`src/design/kdc_pkg.sv`:
```
package kdc_pkg;

    localparam int NUM_KEYS = 4;
    localparam int KEY_W    = 2;
    localparam int CFG_W    = 16;
    localparam int IDX_W    = 3;
    localparam int FSM_W    = 7;
    localparam int EVENT_W  = 5;

    // Register indexes on the write port.
    localparam logic [IDX_W-1:0] REG_DEBOUNCE = 3'd0;
    localparam logic [IDX_W-1:0] REG_SCAN_DIV = 3'd1;
    localparam logic [IDX_W-1:0] REG_SHORT    = 3'd2;
    localparam logic [IDX_W-1:0] REG_LONG     = 3'd3;
    localparam logic [IDX_W-1:0] REG_POLARITY = 3'd4;
    localparam logic [IDX_W-1:0] REG_REPORT   = 3'd5;

    localparam logic [7:0]          RST_DEBOUNCE = 8'd3;
    localparam logic [7:0]          RST_SCAN_DIV = 8'd6;
    localparam logic [15:0]         RST_SHORT    = 16'd60;
    localparam logic [15:0]         RST_LONG     = 16'd200;
    localparam logic [NUM_KEYS-1:0] RST_POLARITY = 4'h7;

    // Commands on the input channel.
    localparam logic CMD_TICK = 1'b0;
    localparam logic CMD_READ = 1'b1;

    // Event codes.
    localparam logic [2:0] EV_NONE   = 3'd0;
    localparam logic [2:0] EV_DOWN   = 3'd1;
    localparam logic [2:0] EV_UP     = 3'd2;
    localparam logic [2:0] EV_SINGLE = 3'd3;
    localparam logic [2:0] EV_DOUBLE = 3'd4;
    localparam logic [2:0] EV_LONG   = 3'd5;
    localparam logic [2:0] EV_HOLD   = 3'd6;
    localparam logic [2:0] EV_COMBO  = 3'd7;

    // Per-key machine state codes.
    localparam logic [2:0] KS_IDLE  = 3'd0;
    localparam logic [2:0] KS_DOWN  = 3'd1;
    localparam logic [2:0] KS_UP    = 3'd2;
    localparam logic [2:0] KS_DOWN2 = 3'd3;
    localparam logic [2:0] KS_LONG  = 3'd5;

    localparam logic [NUM_KEYS-1:0] KEY0_MASK  = 4'b0001;
    localparam logic [NUM_KEYS-1:0] COMBO_MASK = 4'b1001;
    localparam logic [15:0]         HOLD_MAX   = 16'hFFFF;
    localparam logic [7:0]          COUNT_MAX  = 8'hFF;

    typedef struct packed {
        logic [7:0]          settle_scans;
        logic [7:0]          scan_divider;
        logic [15:0]         click_gap;
        logic [15:0]         hold_limit;
        logic [NUM_KEYS-1:0] key_polarity;
        logic                report_press_release;
    } kdc_cfg_t;

    typedef struct packed {
        logic             tick_start;
        logic             scan;
        logic             post;
        logic             key_step;
        logic [KEY_W-1:0] key_sel;
        logic             pop_rd;
        logic             pop_cap;
        logic             pop_empty;
    } kdc_cmd_t;

    typedef struct packed {
        logic mod_done;
        logic post_stop;
        logic key_hit;
        logic empty;
    } kdc_stat_t;

endpackage

```
`src/design/kdc_in_if.sv`:
```
interface kdc_in_if
    import kdc_pkg::*;
();
    logic                valid;
    logic                ready;
    logic                command;
    logic [NUM_KEYS-1:0] raw_keys;

    modport source (output valid, output command, output raw_keys, input ready);
    modport sink (input valid, input command, input raw_keys, output ready);
endinterface

```
`src/design/kdc_out_if.sv`:
```
interface kdc_out_if
    import kdc_pkg::*;
();
    logic             valid;
    logic             ready;
    logic             event_valid;
    logic [KEY_W-1:0] key_index;
    logic [2:0]       event_code;

    modport source (output valid, output event_valid, output key_index, output event_code,
                    input ready);
    modport sink (input valid, input event_valid, input key_index, input event_code,
                  output ready);
endinterface

```
`src/design/kdc_ram.sv`:
```
module kdc_ram #(
    parameter int WIDTH = 5,
    parameter int DEPTH = 16
) (
    input  logic                     clk,
    input  logic                     we,
    input  logic [$clog2(DEPTH)-1:0] waddr,
    input  logic [WIDTH-1:0]         wdata,
    input  logic                     re,
    input  logic [$clog2(DEPTH)-1:0] raddr,
    output logic [WIDTH-1:0]         rdata
);
    logic [WIDTH-1:0] mem [DEPTH];

    always_ff @(posedge clk)
    begin
        if (we)
        begin
            mem[waddr] <= wdata;
        end
        if (re)
        begin
            rdata <= mem[raddr];
        end
    end
endmodule

```
`src/design/kdc_mod.sv`:
```
module kdc_mod (
    input  logic        clk,
    input  logic        rst_n,
    input  logic        start,
    input  logic [15:0] dividend,
    input  logic [7:0]  divisor,
    output logic        done,
    output logic        rem_zero
);
    logic        busy_reg, busy_next;
    logic        done_reg, done_next;
    logic [2:0]  cnt_reg, cnt_next;
    logic [7:0]  rem_reg, rem_next;
    logic [15:0] dvd_reg, dvd_next;
    logic [8:0]  part1, part2;
    logic [7:0]  rem1, rem2;

    // Two restoring steps per cycle, one dividend bit each.
    always_comb
    begin
        part1 = {rem_reg, dvd_reg[15]};
        rem1  = (part1 >= {1'b0, divisor}) ? 8'(part1 - {1'b0, divisor}) : part1[7:0];
        part2 = {rem1, dvd_reg[14]};
        rem2  = (part2 >= {1'b0, divisor}) ? 8'(part2 - {1'b0, divisor}) : part2[7:0];

        busy_next = busy_reg;
        done_next = done_reg;
        cnt_next  = cnt_reg;
        rem_next  = rem_reg;
        dvd_next  = dvd_reg;
        if (start)
        begin
            busy_next = 1'b1;
            done_next = 1'b0;
            cnt_next  = '0;
            rem_next  = '0;
            dvd_next  = dividend;
        end
        else if (busy_reg)
        begin
            rem_next = rem2;
            dvd_next = {dvd_reg[13:0], 2'b00};
            cnt_next = cnt_reg + 3'd1;
            if (cnt_reg == 3'd7)
            begin
                busy_next = 1'b0;
                done_next = 1'b1;
            end
        end
    end

    always_ff @(posedge clk or negedge rst_n)
    begin
        if (!rst_n)
        begin
            busy_reg <= 1'b0;
            done_reg <= 1'b0;
            cnt_reg  <= '0;
        end
        else
        begin
            busy_reg <= busy_next;
            done_reg <= done_next;
            cnt_reg  <= cnt_next;
        end
    end

    always_ff @(posedge clk)
    begin
        rem_reg <= rem_next;
        dvd_reg <= dvd_next;
    end

    assign done     = done_reg;
    assign rem_zero = (rem_reg == 8'd0);
endmodule

```
`src/design/kdc_datapath.sv`:
```
module kdc_datapath
    import kdc_pkg::*;
#(
    parameter int RING_DEPTH = 16
) (
    input  logic                clk,
    input  logic                rst_n,
    input  kdc_cfg_t            cfg,
    input  kdc_cmd_t            cmd,
    input  logic [NUM_KEYS-1:0] raw_keys,
    output kdc_stat_t           stat,
    output logic                event_valid,
    output logic [KEY_W-1:0]    key_index,
    output logic [2:0]          event_code
);
    localparam int PTR_W = $clog2(RING_DEPTH);
    localparam logic [PTR_W-1:0] PTR_LAST = PTR_W'(RING_DEPTH - 1);

    logic [NUM_KEYS-1:0] raw_reg;
    logic [NUM_KEYS-1:0] stable_reg, stable_next;
    logic [NUM_KEYS-1:0] prev_reg, prev_next;
    logic [NUM_KEYS-1:0] cand_reg, cand_next;
    logic [NUM_KEYS-1:0] trg_reg, trg_next;
    logic [7:0]          dcnt_reg, dcnt_next;
    logic                deb_reg, deb_next;
    logic [15:0]         hold_reg, hold_next;
    logic [FSM_W-1:0]    fsm_reg [NUM_KEYS];
    logic [FSM_W-1:0]    fsm_wr;
    logic                fsm_we, fsm_clr;
    logic [PTR_W-1:0]    wp_reg, wp_next;
    logic [PTR_W-1:0]    rp_reg, rp_next;
    logic                ev_valid_reg;
    logic [KEY_W-1:0]    key_idx_reg;
    logic [2:0]          code_reg;

    logic [15:0]         hold_inc;
    logic [7:0]          divisor;
    logic                mod_done, rem_zero;
    logic [NUM_KEYS-1:0] sample, trg_now;
    logic [7:0]          dcnt_inc;
    logic                skip, long_clamp, combo;

    logic                push;
    logic [EVENT_W-1:0]  push_data;
    logic [EVENT_W-1:0]  ram_rdata;

    logic [NUM_KEYS-1:0] key_on;
    logic [2:0]          st;
    logic [3:0]          rep;
    logic [2:0]          ev;
    logic                is_on, pressed, key_rep;

    assign hold_inc = (hold_reg == HOLD_MAX) ? hold_reg : hold_reg + 16'd1;
    assign divisor  = (cfg.scan_divider == 8'd0) ? 8'd1 : cfg.scan_divider;

    kdc_mod u_mod (
        .clk      (clk),
        .rst_n    (rst_n),
        .start    (cmd.tick_start),
        .dividend (hold_inc),
        .divisor  (divisor),
        .done     (mod_done),
        .rem_zero (rem_zero)
    );

    assign sample     = raw_reg ^ cfg.key_polarity;
    assign dcnt_inc   = (dcnt_reg < COUNT_MAX) ? dcnt_reg + 8'd1 : dcnt_reg;
    assign skip       = !deb_reg && (hold_reg != HOLD_MAX) && !rem_zero;
    assign long_clamp = (hold_reg >= cfg.hold_limit) && (prev_reg == '0);
    assign trg_now    = stable_reg & ~prev_reg;
    assign combo      = (stable_reg == COMBO_MASK) && (trg_now == KEY0_MASK);

    // One key machine, selected by the controller.
    always_comb
    begin
        key_on  = NUM_KEYS'(1) << cmd.key_sel;
        st      = fsm_reg[cmd.key_sel][2:0];
        rep     = fsm_reg[cmd.key_sel][6:3];
        ev      = EV_NONE;
        is_on   = prev_reg[cmd.key_sel];
        pressed = trg_reg[cmd.key_sel] && is_on;
        if (trg_reg != '0 && trg_reg != key_on)
        begin
            st = KS_IDLE;
        end
        unique case (st)
            KS_IDLE:
            begin
                if (pressed)
                begin
                    ev  = EV_DOWN;
                    rep = 4'd1;
                    st  = KS_DOWN;
                end
            end
            KS_DOWN:
            begin
                if (!is_on)
                begin
                    ev = EV_UP;
                    st = KS_UP;
                end
                else if (hold_reg > cfg.hold_limit)
                begin
                    ev = EV_LONG;
                    st = KS_LONG;
                end
            end
            KS_UP:
            begin
                if (pressed)
                begin
                    ev  = EV_DOWN;
                    rep = rep + 4'd1;
                    if (rep == 4'd2)
                    begin
                        st = KS_DOWN2;
                    end
                end
                else if (hold_reg > cfg.click_gap)
                begin
                    st = KS_IDLE;
                    if (rep == 4'd1)
                    begin
                        ev = EV_SINGLE;
                    end
                    else if (rep == 4'd2)
                    begin
                        ev = EV_DOUBLE;
                    end
                end
            end
            KS_DOWN2:
            begin
                if (!is_on)
                begin
                    ev = EV_UP;
                    st = (hold_reg < cfg.click_gap) ? KS_UP : KS_IDLE;
                end
            end
            KS_LONG:
            begin
                if (is_on)
                begin
                    ev = EV_HOLD;
                end
                else
                begin
                    ev = EV_UP;
                    st = KS_IDLE;
                end
            end
            default:
            begin
            end
        endcase
        fsm_wr  = {rep, st};
        key_rep = (ev != EV_NONE) &&
                  !((ev == EV_DOWN || ev == EV_UP) && !cfg.report_press_release);
    end

    always_comb
    begin
        stable_next = stable_reg;
        prev_next   = prev_reg;
        cand_next   = cand_reg;
        trg_next    = trg_reg;
        dcnt_next   = dcnt_reg;
        deb_next    = deb_reg;
        hold_next   = hold_reg;
        wp_next     = wp_reg;
        rp_next     = rp_reg;
        fsm_we      = 1'b0;
        fsm_clr     = 1'b0;
        push        = 1'b0;
        push_data   = '0;

        if (cmd.tick_start)
        begin
            hold_next = hold_inc;
        end

        if (cmd.scan && !skip)
        begin
            if (sample != stable_reg)
            begin
                deb_next = 1'b1;
                if (sample != cand_reg)
                begin
                    cand_next = sample;
                    dcnt_next = '0;
                end
                else if (dcnt_inc >= cfg.settle_scans)
                begin
                    stable_next = sample;
                    dcnt_next   = '0;
                    hold_next   = 16'd1;
                    deb_next    = 1'b0;
                end
                else
                begin
                    dcnt_next = dcnt_inc;
                end
            end
            else
            begin
                dcnt_next = '0;
                cand_next = sample;
            end
        end

        if (cmd.post)
        begin
            if (long_clamp)
            begin
                hold_next = cfg.hold_limit;
            end
            else
            begin
                trg_next  = trg_now;
                prev_next = stable_reg;
                if (combo)
                begin
                    fsm_clr   = 1'b1;
                    push      = 1'b1;
                    push_data = {KEY_W'(0), EV_COMBO};
                end
            end
        end

        if (cmd.key_step)
        begin
            fsm_we = 1'b1;
            if (key_rep)
            begin
                push      = 1'b1;
                push_data = {cmd.key_sel, ev};
            end
        end

        if (push)
        begin
            wp_next = (wp_reg == PTR_LAST) ? '0 : wp_reg + PTR_W'(1);
        end
        if (cmd.pop_rd)
        begin
            rp_next = (rp_reg == PTR_LAST) ? '0 : rp_reg + PTR_W'(1);
        end
    end

    kdc_ram #(
        .WIDTH (EVENT_W),
        .DEPTH (RING_DEPTH)
    ) u_ring (
        .clk   (clk),
        .we    (push),
        .waddr (wp_reg),
        .wdata (push_data),
        .re    (cmd.pop_rd),
        .raddr (rp_reg),
        .rdata (ram_rdata)
    );

    always_ff @(posedge clk or negedge rst_n)
    begin
        if (!rst_n)
        begin
            stable_reg <= '0;
            prev_reg   <= '0;
            cand_reg   <= '0;
            trg_reg    <= '0;
            dcnt_reg   <= '0;
            deb_reg    <= 1'b0;
            hold_reg   <= '0;
            wp_reg     <= '0;
            rp_reg     <= '0;
            for (int i = 0; i < NUM_KEYS; i++)
            begin
                fsm_reg[i] <= '0;
            end
        end
        else
        begin
            stable_reg <= stable_next;
            prev_reg   <= prev_next;
            cand_reg   <= cand_next;
            trg_reg    <= trg_next;
            dcnt_reg   <= dcnt_next;
            deb_reg    <= deb_next;
            hold_reg   <= hold_next;
            wp_reg     <= wp_next;
            rp_reg     <= rp_next;
            if (fsm_clr)
            begin
                for (int i = 0; i < NUM_KEYS; i++)
                begin
                    fsm_reg[i] <= '0;
                end
            end
            else if (fsm_we)
            begin
                fsm_reg[cmd.key_sel] <= fsm_wr;
            end
        end
    end

    always_ff @(posedge clk)
    begin
        if (cmd.tick_start)
        begin
            raw_reg <= raw_keys;
        end
        if (cmd.pop_empty)
        begin
            ev_valid_reg <= 1'b0;
            key_idx_reg  <= '0;
            code_reg     <= EV_NONE;
        end
        else if (cmd.pop_cap)
        begin
            ev_valid_reg <= 1'b1;
            key_idx_reg  <= ram_rdata[4:3];
            code_reg     <= ram_rdata[2:0];
        end
    end

    assign stat.mod_done  = mod_done;
    assign stat.post_stop = long_clamp || combo;
    assign stat.key_hit   = key_rep;
    assign stat.empty     = (rp_reg == wp_reg);

    assign event_valid = ev_valid_reg;
    assign key_index   = key_idx_reg;
    assign event_code  = code_reg;
endmodule

```
`src/design/kdc_ctrl.sv`:
```
module kdc_ctrl
    import kdc_pkg::*;
(
    input  logic      clk,
    input  logic      rst_n,
    input  logic      in_valid,
    input  logic      in_command,
    output logic      in_ready,
    output logic      out_valid,
    input  logic      out_ready,
    input  kdc_stat_t stat,
    output kdc_cmd_t  cmd
);
    typedef enum logic [2:0] {
        S_IDLE,
        S_MOD,
        S_SCAN,
        S_POST,
        S_KEY,
        S_CAP,
        S_OUT
    } state_t;

    state_t           state_reg, state_next;
    logic [KEY_W-1:0] key_reg, key_next;
    logic             in_ready_reg, in_ready_next;
    logic             out_valid_reg, out_valid_next;
    logic             accept;

    assign accept = in_valid && in_ready_reg;

    always_comb
    begin
        state_next     = state_reg;
        key_next       = key_reg;
        in_ready_next  = in_ready_reg;
        out_valid_next = out_valid_reg;
        cmd            = '0;
        cmd.key_sel    = key_reg;
        unique case (state_reg)
            S_IDLE:
            begin
                if (accept)
                begin
                    in_ready_next = 1'b0;
                    if (in_command == CMD_READ)
                    begin
                        if (stat.empty)
                        begin
                            cmd.pop_empty  = 1'b1;
                            out_valid_next = 1'b1;
                            state_next     = S_OUT;
                        end
                        else
                        begin
                            cmd.pop_rd = 1'b1;
                            state_next = S_CAP;
                        end
                    end
                    else
                    begin
                        cmd.tick_start = 1'b1;
                        state_next     = S_MOD;
                    end
                end
            end
            S_MOD:
            begin
                if (stat.mod_done)
                begin
                    state_next = S_SCAN;
                end
            end
            S_SCAN:
            begin
                cmd.scan   = 1'b1;
                state_next = S_POST;
            end
            S_POST:
            begin
                cmd.post = 1'b1;
                key_next = '0;
                if (stat.post_stop)
                begin
                    in_ready_next = 1'b1;
                    state_next    = S_IDLE;
                end
                else
                begin
                    state_next = S_KEY;
                end
            end
            S_KEY:
            begin
                cmd.key_step = 1'b1;
                if (stat.key_hit || key_reg == KEY_W'(NUM_KEYS - 1))
                begin
                    in_ready_next = 1'b1;
                    state_next    = S_IDLE;
                end
                else
                begin
                    key_next = key_reg + KEY_W'(1);
                end
            end
            S_CAP:
            begin
                cmd.pop_cap    = 1'b1;
                out_valid_next = 1'b1;
                state_next     = S_OUT;
            end
            S_OUT:
            begin
                if (out_ready)
                begin
                    out_valid_next = 1'b0;
                    in_ready_next  = 1'b1;
                    state_next     = S_IDLE;
                end
            end
            default:
            begin
                state_next = S_IDLE;
            end
        endcase
    end

    always_ff @(posedge clk or negedge rst_n)
    begin
        if (!rst_n)
        begin
            state_reg     <= S_IDLE;
            key_reg       <= '0;
            in_ready_reg  <= 1'b1;
            out_valid_reg <= 1'b0;
        end
        else
        begin
            state_reg     <= state_next;
            key_reg       <= key_next;
            in_ready_reg  <= in_ready_next;
            out_valid_reg <= out_valid_next;
        end
    end

    assign in_ready  = in_ready_reg;
    assign out_valid = out_valid_reg;
endmodule

```
`src/design/key_debounce_click_detector_unit.sv`:
```
// Channel   Dir  Payload                                   Beat when
// req       in   command, raw_keys                         req.valid && req.ready
// rsp       out  event_valid, key_index, event_code        rsp.valid && rsp.ready
// wr_*      in   wr_index, wr_data                         wr_en high
//
// One beat at a time. A tick is accepted, runs through the two-bit-per-cycle
// remainder unit, a scan and a post-scan check, then, unless that check stops
// it, walks the key machines in order (up to four) until one reports an event.
// A read pops the ring into the output register, or clears it on an empty ring.
// Reset clears all control state; ring contents stay unknown until written.
// A stalled result holds in the output register; req.ready stays low until taken.
module key_debounce_click_detector_unit
    import kdc_pkg::*;
#(
    parameter int RING_DEPTH = 16
) (
    input  logic             clk,
    input  logic             rst_n,
    kdc_in_if.sink           req,
    kdc_out_if.source        rsp,
    input  logic             wr_en,
    input  logic [IDX_W-1:0] wr_index,
    input  logic [CFG_W-1:0] wr_data
);
    kdc_cfg_t  cfg_reg;
    kdc_cmd_t  cmd;
    kdc_stat_t stat;

    // Configuration registers; write them only while no beat is in flight.
    always_ff @(posedge clk or negedge rst_n)
    begin
        if (!rst_n)
        begin
            cfg_reg.settle_scans         <= RST_DEBOUNCE;
            cfg_reg.scan_divider         <= RST_SCAN_DIV;
            cfg_reg.click_gap            <= RST_SHORT;
            cfg_reg.hold_limit           <= RST_LONG;
            cfg_reg.key_polarity         <= RST_POLARITY;
            cfg_reg.report_press_release <= 1'b0;
        end
        else if (wr_en)
        begin
            unique case (wr_index)
                REG_DEBOUNCE: cfg_reg.settle_scans         <= wr_data[7:0];
                REG_SCAN_DIV: cfg_reg.scan_divider         <= wr_data[7:0];
                REG_SHORT:    cfg_reg.click_gap            <= wr_data;
                REG_LONG:     cfg_reg.hold_limit           <= wr_data;
                REG_POLARITY: cfg_reg.key_polarity         <= wr_data[NUM_KEYS-1:0];
                REG_REPORT:   cfg_reg.report_press_release <= wr_data[0];
                default:
                begin
                end
            endcase
        end
    end

    // Sequence the tick and read steps.
    kdc_ctrl u_ctrl (
        .clk        (clk),
        .rst_n      (rst_n),
        .in_valid   (req.valid),
        .in_command (req.command),
        .in_ready   (req.ready),
        .out_valid  (rsp.valid),
        .out_ready  (rsp.ready),
        .stat       (stat),
        .cmd        (cmd)
    );

    // Debounce, key machines, event ring and output register.
    kdc_datapath #(
        .RING_DEPTH (RING_DEPTH)
    ) u_dp (
        .clk         (clk),
        .rst_n       (rst_n),
        .cfg         (cfg_reg),
        .cmd         (cmd),
        .raw_keys    (req.raw_keys),
        .stat        (stat),
        .event_valid (rsp.event_valid),
        .key_index   (rsp.key_index),
        .event_code  (rsp.event_code)
    );

    // Never take a new beat while a result waits.
    a_ready_excl: assert property (@(posedge clk) disable iff (!rst_n)
        !(req.ready && rsp.valid))
        else $error("req.ready high while rsp.valid pending");

    // An empty read returns all-zero fields.
    a_empty_zero: assert property (@(posedge clk) disable iff (!rst_n)
        (rsp.valid && !rsp.event_valid) |-> (rsp.key_index == '0 && rsp.event_code == EV_NONE))
        else $error("empty read with nonzero fields");

    // A popped event always carries a real code.
    a_code_nonzero: assert property (@(posedge clk) disable iff (!rst_n)
        (rsp.valid && rsp.event_valid) |-> (rsp.event_code != EV_NONE))
        else $error("popped event with null code");

    // The post-scan check only ever follows a scan step.
    a_tick_seq: assert property (@(posedge clk) disable iff (!rst_n)
        cmd.post |-> $past(cmd.scan))
        else $error("post-scan step without scan");
endmodule

```
`src/flat_wrapper.sv`:
```
// flat-port wrapper written by rule: the top's interface ports become plain ports
module key_debounce_click_detector_unit_flat import kdc_pkg::*;
#(
    parameter int RING_DEPTH = 16
)
  (clk, rst_n, wr_en, wr_index, wr_data, req_valid, req_command, req_raw_keys, req_ready, rsp_valid, rsp_event_valid, rsp_key_index, rsp_event_code, rsp_ready);
  kdc_in_if req_i ();
  kdc_out_if rsp_i ();
  input  logic clk;
  input  logic rst_n;
  input  logic wr_en;
  input  logic [IDX_W-1:0] wr_index;
  input  logic [CFG_W-1:0] wr_data;
  input wire logic [$bits(req_i.valid)-1:0] req_valid;
  input wire logic [$bits(req_i.command)-1:0] req_command;
  input wire logic [$bits(req_i.raw_keys)-1:0] req_raw_keys;
  output wire logic [$bits(req_i.ready)-1:0] req_ready;
  output wire logic [$bits(rsp_i.valid)-1:0] rsp_valid;
  output wire logic [$bits(rsp_i.event_valid)-1:0] rsp_event_valid;
  output wire logic [$bits(rsp_i.key_index)-1:0] rsp_key_index;
  output wire logic [$bits(rsp_i.event_code)-1:0] rsp_event_code;
  input wire logic [$bits(rsp_i.ready)-1:0] rsp_ready;
  assign req_i.valid = req_valid;
  assign req_i.command = req_command;
  assign req_i.raw_keys = req_raw_keys;
  assign req_ready = req_i.ready;
  assign rsp_valid = rsp_i.valid;
  assign rsp_event_valid = rsp_i.event_valid;
  assign rsp_key_index = rsp_i.key_index;
  assign rsp_event_code = rsp_i.event_code;
  assign rsp_i.ready = rsp_ready;
  key_debounce_click_detector_unit #(.RING_DEPTH(RING_DEPTH)) u_core (.clk(clk), .rst_n(rst_n), .req(req_i), .rsp(rsp_i), .wr_en(wr_en), .wr_index(wr_index), .wr_data(wr_data));
endmodule
```
`config.mk`:
```
export PLATFORM = sky130hd
export DESIGN_NAME = key_debounce_click_detector_unit_flat
export DESIGN_NICKNAME = d
export VERILOG_FILES = /design/src/design/kdc_pkg.sv /design/src/design/kdc_in_if.sv /design/src/design/kdc_out_if.sv /design/src/design/kdc_ram.sv /design/src/design/kdc_mod.sv /design/src/design/kdc_datapath.sv /design/src/design/kdc_ctrl.sv /design/src/design/key_debounce_click_detector_unit.sv /design/src/flat_wrapper.sv
export SDC_FILE = /design/constraint.sdc
export NUM_CORES = 1
export LEC_CHECK = 0
export ABC_AREA = 1
export BUFFER_PORTS_ARGS = -buffer_cell sky130_fd_sc_hd__buf_2
export CAP_MARGIN = 10
export CORE_MARGIN = 2
export CORE_UTILIZATION = 50
export DETAILED_ROUTE_END_ITERATION = 16
export GPL_TIMING_DRIVEN = 0
export PLACE_DENSITY = 0.69
export SLEW_MARGIN = 30
export SYNTH_ARGS = -nofsm -noshare
export SYNTH_HDL_FRONTEND = slang
export SYNTH_SLANG_ARGS = --single-unit
```
`constraint.sdc`:
```
create_clock -name clk -period 4.7 [get_ports clk]
set_input_delay 0 -clock clk [delete_from_list [all_inputs] [get_ports clk]]
set_output_delay 0 -clock clk [all_outputs]
set_load 0.1 [all_outputs]
```
==> flow_summary.html <==
<table>
<tr><th>Metric</th><th>Value</th></tr>
<tr><th colspan="2">Status</th></tr>
<tr><td>Status</td><td>finished clean</td></tr>
<tr><th colspan="2">Power</th></tr>
<tr><td>Share of power burned in the clock network</td><td>24.1%</td></tr>
<tr><td>Worst IR drop on VDD</td><td>0.362 mV</td></tr>
<tr><td>Combinational group share of total power</td><td>42.4%</td></tr>
<tr><td>Leak Pwr</td><td>7.44 nW</td></tr>
<tr><td>Int Power</td><td>5.59 mW</td></tr>
<tr><td>Ratio of total power to cell area</td><td>581 nW/um2</td></tr>
<tr><td>Sw frac</td><td>40.5%</td></tr>
<tr><td>Sequential share of power</td><td>33.4%</td></tr>
<tr><td>Total net switching power</td><td>3.81 mW</td></tr>
<tr><th colspan="2">Synth</th></tr>
<tr><td>Cell type with the largest total area after synthesis</td><td>sky130_fd_sc_hd__dfrtp_1</td></tr>
<tr><td>Share of the synthesized area in the top cell type</td><td>22.5%</td></tr>
<tr><td>Largest cells by area after synthesis</td><td>sky130_fd_sc_hd__dfrtp_1 23%, sky130_fd_sc_hd__edfxtp_1 22%, sky130_fd_sc_hd__nand2_1 9.7%, sky130_fd_sc_hd__ha_1 6.5%, sky130_fd_sc_hd__o21ai_0 5.5%</td></tr>
<tr><td>Count of flip-flops with a built-in enable after synthesis</td><td>105</td></tr>
<tr><td>Post-Syn Instances</td><td>1618</td></tr>
<tr><td>Adder and majority gate portion of the synthesized area</td><td>6.76%</td></tr>
<tr><td>Netlist area before placement</td><td>14100 um2</td></tr>
<tr><td>Share of async-settable or async-resettable flops after synthesis</td><td>54.4%</td></tr>
<tr><td>Area fraction in and, or, nand and nor cells after synthesis</td><td>20.5%</td></tr>
<tr><td>Most common flop cell mapped by yosys</td><td>sky130_fd_sc_hd__dfrtp_1</td></tr>
<tr><td>Post-synthesis xor/xnor area fraction</td><td>2.23%</td></tr>
<tr><td>Post-synth net total</td><td>1722</td></tr>
<tr><td>Mean instance size in the synthesized netlist</td><td>8.71 um2</td></tr>
<tr><td>Yosys warning total</td><td>0</td></tr>
<tr><td>Sequential cell area fraction in the yosys report</td><td>49.7%</td></tr>
<tr><td>Distinct cell type count after synthesis</td><td>64</td></tr>
<tr><td>Flops &amp; latches, synth</td><td>261</td></tr>
<tr><td>Complex-gate fraction of the synthesized area</td><td>12.8%</td></tr>
<tr><td>Mux share of post-synthesis cell area</td><td>0.799%</td></tr>
<tr><td>Combinational family with the most area after synthesis</td><td>simple AND/OR/NAND/NOR gates</td></tr>
<tr><th colspan="2">STA</th></tr>
<tr><td>Number of pins exceeding their max-slew limit in the final report</td><td>0</td></tr>
<tr><td>Max-Slew Margin vs Limit</td><td>46.9%</td></tr>
<tr><td>Fmax achieved</td><td>232 MHz</td></tr>
<tr><td>Aggregate negative setup slack</td><td>0 ns</td></tr>
<tr><td>Transition time at the pin with the least slew margin</td><td>0.794 ns</td></tr>
<tr><td>Final clock period utilization by the worst path</td><td>91.7%</td></tr>
<tr><td>Worst-case clock skew</td><td>0.0163 ns</td></tr>
<tr><td>Final setup violation count</td><td>0</td></tr>
<tr><td>Final hold vios</td><td>0</td></tr>
<tr><td>Unrepaired setup endpoints after global routing</td><td>no</td></tr>
<tr><td>Post-layout minimum cycle time</td><td>4.31 ns</td></tr>
<tr><td>Hold slack final</td><td>0.172 ns</td></tr>
<tr><th colspan="2">Worst setup path</th></tr>
<tr><td>Crit path kind</td><td>reg2reg</td></tr>
<tr><td>Peak per-stage delay on the critical path</td><td>0.45 ns</td></tr>
<tr><td>Highest fanout seen on the critical path</td><td>10</td></tr>
<tr><td>Nature of the critical path startpoint</td><td>register</td></tr>
<tr><td>Required @ worst endpoint</td><td>5.15 ns</td></tr>
<tr><td>Data arrival at the endpoint of the critical path</td><td>4.76 ns</td></tr>
<tr><td>Kind of capture point of the worst setup path</td><td>register</td></tr>
<tr><td>Crit-path slowest cell</td><td>sky130_fd_sc_hd__fa_1</td></tr>
<tr><th colspan="2">Detailed routing</th></tr>
<tr><td>Routed wire length</td><td>33.2 mm</td></tr>
<tr><td>Detail-routed via count per cell</td><td>5.39</td></tr>
<tr><td>Via total after detailed routing</td><td>11500</td></tr>
<tr><td>Routed length per placed instance</td><td>15.6 um</td></tr>
<tr><td>Detailed Routing Iterations Pass 1</td><td>6</td></tr>
<tr><td>DRT iter0 DRCs</td><td>983</td></tr>
<tr><td>DRC violations left</td><td>0</td></tr>
<tr><td>Routed Antenna Nets</td><td>0</td></tr>
<tr><th colspan="2">Clock network</th></tr>
<tr><td>Largest buffer count on any clock path</td><td>3</td></tr>
<tr><td>Clock slew at the register clock pins of the worst setup and hold paths</td><td>0.06 ns</td></tr>
<tr><td>Clock latency reported for the late side of the worst-skew pair</td><td>0.55 ns</td></tr>
<tr><td>Number of levels the H-tree was split into</td><td>1</td></tr>
<tr><td>TritonCTS clock tree</td><td>done</td></tr>
<tr><td># clock sinks</td><td>261</td></tr>
<tr><td>Num CTS Buffers</td><td>29</td></tr>
<tr><td>Root Buffer</td><td>sky130_fd_sc_hd__clkbuf_16</td></tr>
<tr><td>Setup fix buffers added after clock tree synthesis</td><td>0</td></tr>
<tr><th colspan="2">Floorplan</th></tr>
<tr><td>Number of top-level pins</td><td>37</td></tr>
<tr><td>Area of the die</td><td>29600 um2</td></tr>
<tr><td>Horizontal extent of the die</td><td>172 um</td></tr>
<tr><td>Die Y-Extent</td><td>172 um</td></tr>
<tr><td>Initial core utilization</td><td>50.7%</td></tr>
<tr><td>Floorplan Core Area</td><td>27800 um2</td></tr>
<tr><td># rows</td><td>61</td></tr>
<tr><th colspan="2">Hold path</th></tr>
<tr><td>Worst hold path type</td><td>in2reg</td></tr>
<tr><th colspan="2">Placement</th></tr>
<tr><td>Placed wire-length estimate</td><td>23.9 mm</td></tr>
<tr><td>Count of input and output buffers</td><td>36</td></tr>
<tr><td>Final GP Congestion</td><td>0.872</td></tr>
<tr><td>DP Area</td><td>14800 um2</td></tr>
<tr><th colspan="2">Layout</th></tr>
<tr><td>Layout Utilization</td><td>58.2%</td></tr>
<tr><td>Most common library cell in the layout ignoring fill and taps</td><td>sky130_fd_sc_hd__nand2_1</td></tr>
<tr><td>Flip-flop count of the largest register, all copies and words added</td><td>80</td></tr>
<tr><td>Commonest cells after routing, fill and taps aside</td><td>363 x sky130_fd_sc_hd__nand2_1, 199 x sky130_fd_sc_hd__inv_1, 152 x sky130_fd_sc_hd__o21ai_0</td></tr>
<tr><td>Proportion of layout cells with a drive suffix above 1</td><td>10.1%</td></tr>
<tr><td>Layout Cell Area excl Fill</td><td>16200 um2</td></tr>
<tr><td>Area Growth Syn to Fin</td><td>14.8%</td></tr>
<tr><td>Total number of nets in the final design</td><td>1828</td></tr>
<tr><td># fillers</td><td>2479</td></tr>
<tr><th colspan="2">GRT</th></tr>
<tr><td>Antenna violations before repair</td><td>0</td></tr>
<tr><td>First-pass GRT wire length</td><td>54.7 mm</td></tr>
<tr><td>Largest net degree at the start of global routing</td><td>48</td></tr>
<tr><td>Number of global-route vias before repair</td><td>11000</td></tr>
<tr><td>GRT Overall Usage</td><td>23.1%</td></tr>
<tr><td>Global route total overflow</td><td>0</td></tr>
<tr><th colspan="2">Run</th></tr>
<tr><td>Count of maximum capacitance violations</td><td>0</td></tr>
</table>
## worst max-delay path, delay by kind of cell, from the launching register on
kind	cells	cell delay (ns)
simple gates	12	1.59
xor+xnor	1	0.14
flops	1	0.43
buf+inv	5	0.34
fa+ha+maj	3	0.93
compound gates	5	0.78
## cells in the mapped netlist (11+ instances only)
cell type and instances:
sky130_fd_sc_hd__clkbuf_1 29, sky130_fd_sc_hd__o21ai_1 30, sky130_fd_sc_hd__dfxtp_1 14, sky130_fd_sc_hd__nand2_1 364
sky130_fd_sc_hd__a21oi_1 60, sky130_fd_sc_hd__dfstp_2 15, sky130_fd_sc_hd__inv_1 199, sky130_fd_sc_hd__o32ai_1 11
sky130_fd_sc_hd__xor2_1 27, sky130_fd_sc_hd__ha_1 73, sky130_fd_sc_hd__o21ai_0 154, sky130_fd_sc_hd__nor2_1 144
sky130_fd_sc_hd__nand3_1 85, sky130_fd_sc_hd__nand4_1 12, sky130_fd_sc_hd__inv_2 15, sky130_fd_sc_hd__dfrtp_1 127
sky130_fd_sc_hd__edfxtp_1 105
## layout make-up
cell class                      instances  area [um2]  share of cell area [%]
Antenna cell                            1        2.50                  0.0155
Buffer                                 43         213                    1.31
Multi-Input combinational cell       1098        6080                    37.6
Sequential cell                       261        7010                    43.3
Clock inverter                         18         171                    1.06
Tap cell                              378         473                    2.92
Timing Repair Buffer                   75         634                    3.92
Inverter                              216         813                    5.03
Clock buffer                           36         782                    4.83
## path summary, 6_finish.rpt
kind	cells after the start	startpoint	to	slack, ns
worst max register to register	26	u_core.cfg_reg[40]	u_core.u_dp.u_mod.rem_reg[1]	0.39
max in group asynchronous	5	rst_n	u_core.u_ctrl.in_ready	3.56
worst min register to register	2	u_core.u_dp.u_mod.rem_reg[7]	u_core.u_dp.u_mod.rem_reg[7]	0.47
min in group asynchronous	3	rst_n	u_core.cfg_reg[12]	0.55
worst max-delay path	26	u_core.cfg_reg[40]	u_core.u_dp.u_mod.rem_reg[1]	0.39
worst min-delay path	2	req_raw_keys[2]	u_core.u_dp.raw_reg[2]	0.17
## stage by stage
stage          setup slack [ns]  std cells  total power [mW]
5_1_grt                  0.0520       2125              10.1
6_report                  0.388       2126              9.40
2_1_floorplan             0.818       1618              6.14
3_5_place_dp              0.295       2035              7.07
4_1_cts                   0.276       2125              9.39
3_3_place_gp              0.339       2032              6.93
## layer usage
| metal | vias to the layer above | track usage [%] | share of wire [%] |
|---|---|---|---|
| met4 | 0 | 4.46 | 1.2 |
| met3 | 35 | 3.09 | 5.2 |
| met5 | - | 0 | 0 |
| li1 | 5627 | - | - |
| met2 | 278 | 37.2 | 45 |
| met1 | 5520 | 33.7 | 48 |
## what timing repair did
| item | in CTS | in global routing |
|---|---|---|
| setup endpoints to repair | 0 | 3 |
| hold buffers | 36 | 0 |
| gates resized for setup | 0 | 4 |
| hold endpoints to repair | 163 | 0 |
## power by group through the flow
| stage | logic (mW) | clock network, mW | registers (mW) |
|---|---|---|---|
| 2_1_floorplan | 2.85 | 0 | 3.29 |
| 3_3_place_gp | 3.77 | 0 | 3.16 |
| 3_5_place_dp | 3.90 | 0 | 3.17 |
| 4_1_cts | 3.95 | 2.30 | 3.14 |
| 5_1_grt | 4.54 | 2.39 | 3.20 |
| 6_report | 3.99 | 2.27 | 3.14 |
## logic make-up after synthesis
group	count (synthesis)
and+or+nand+nor	662
AOI/OAI and AO/OA	315
DFF	261
buffers and inverters	259
adders and majority gates	75
xor gates and xnor gates	35
muxes	11
No activity file was read; power rests on OpenSTA's default activity.
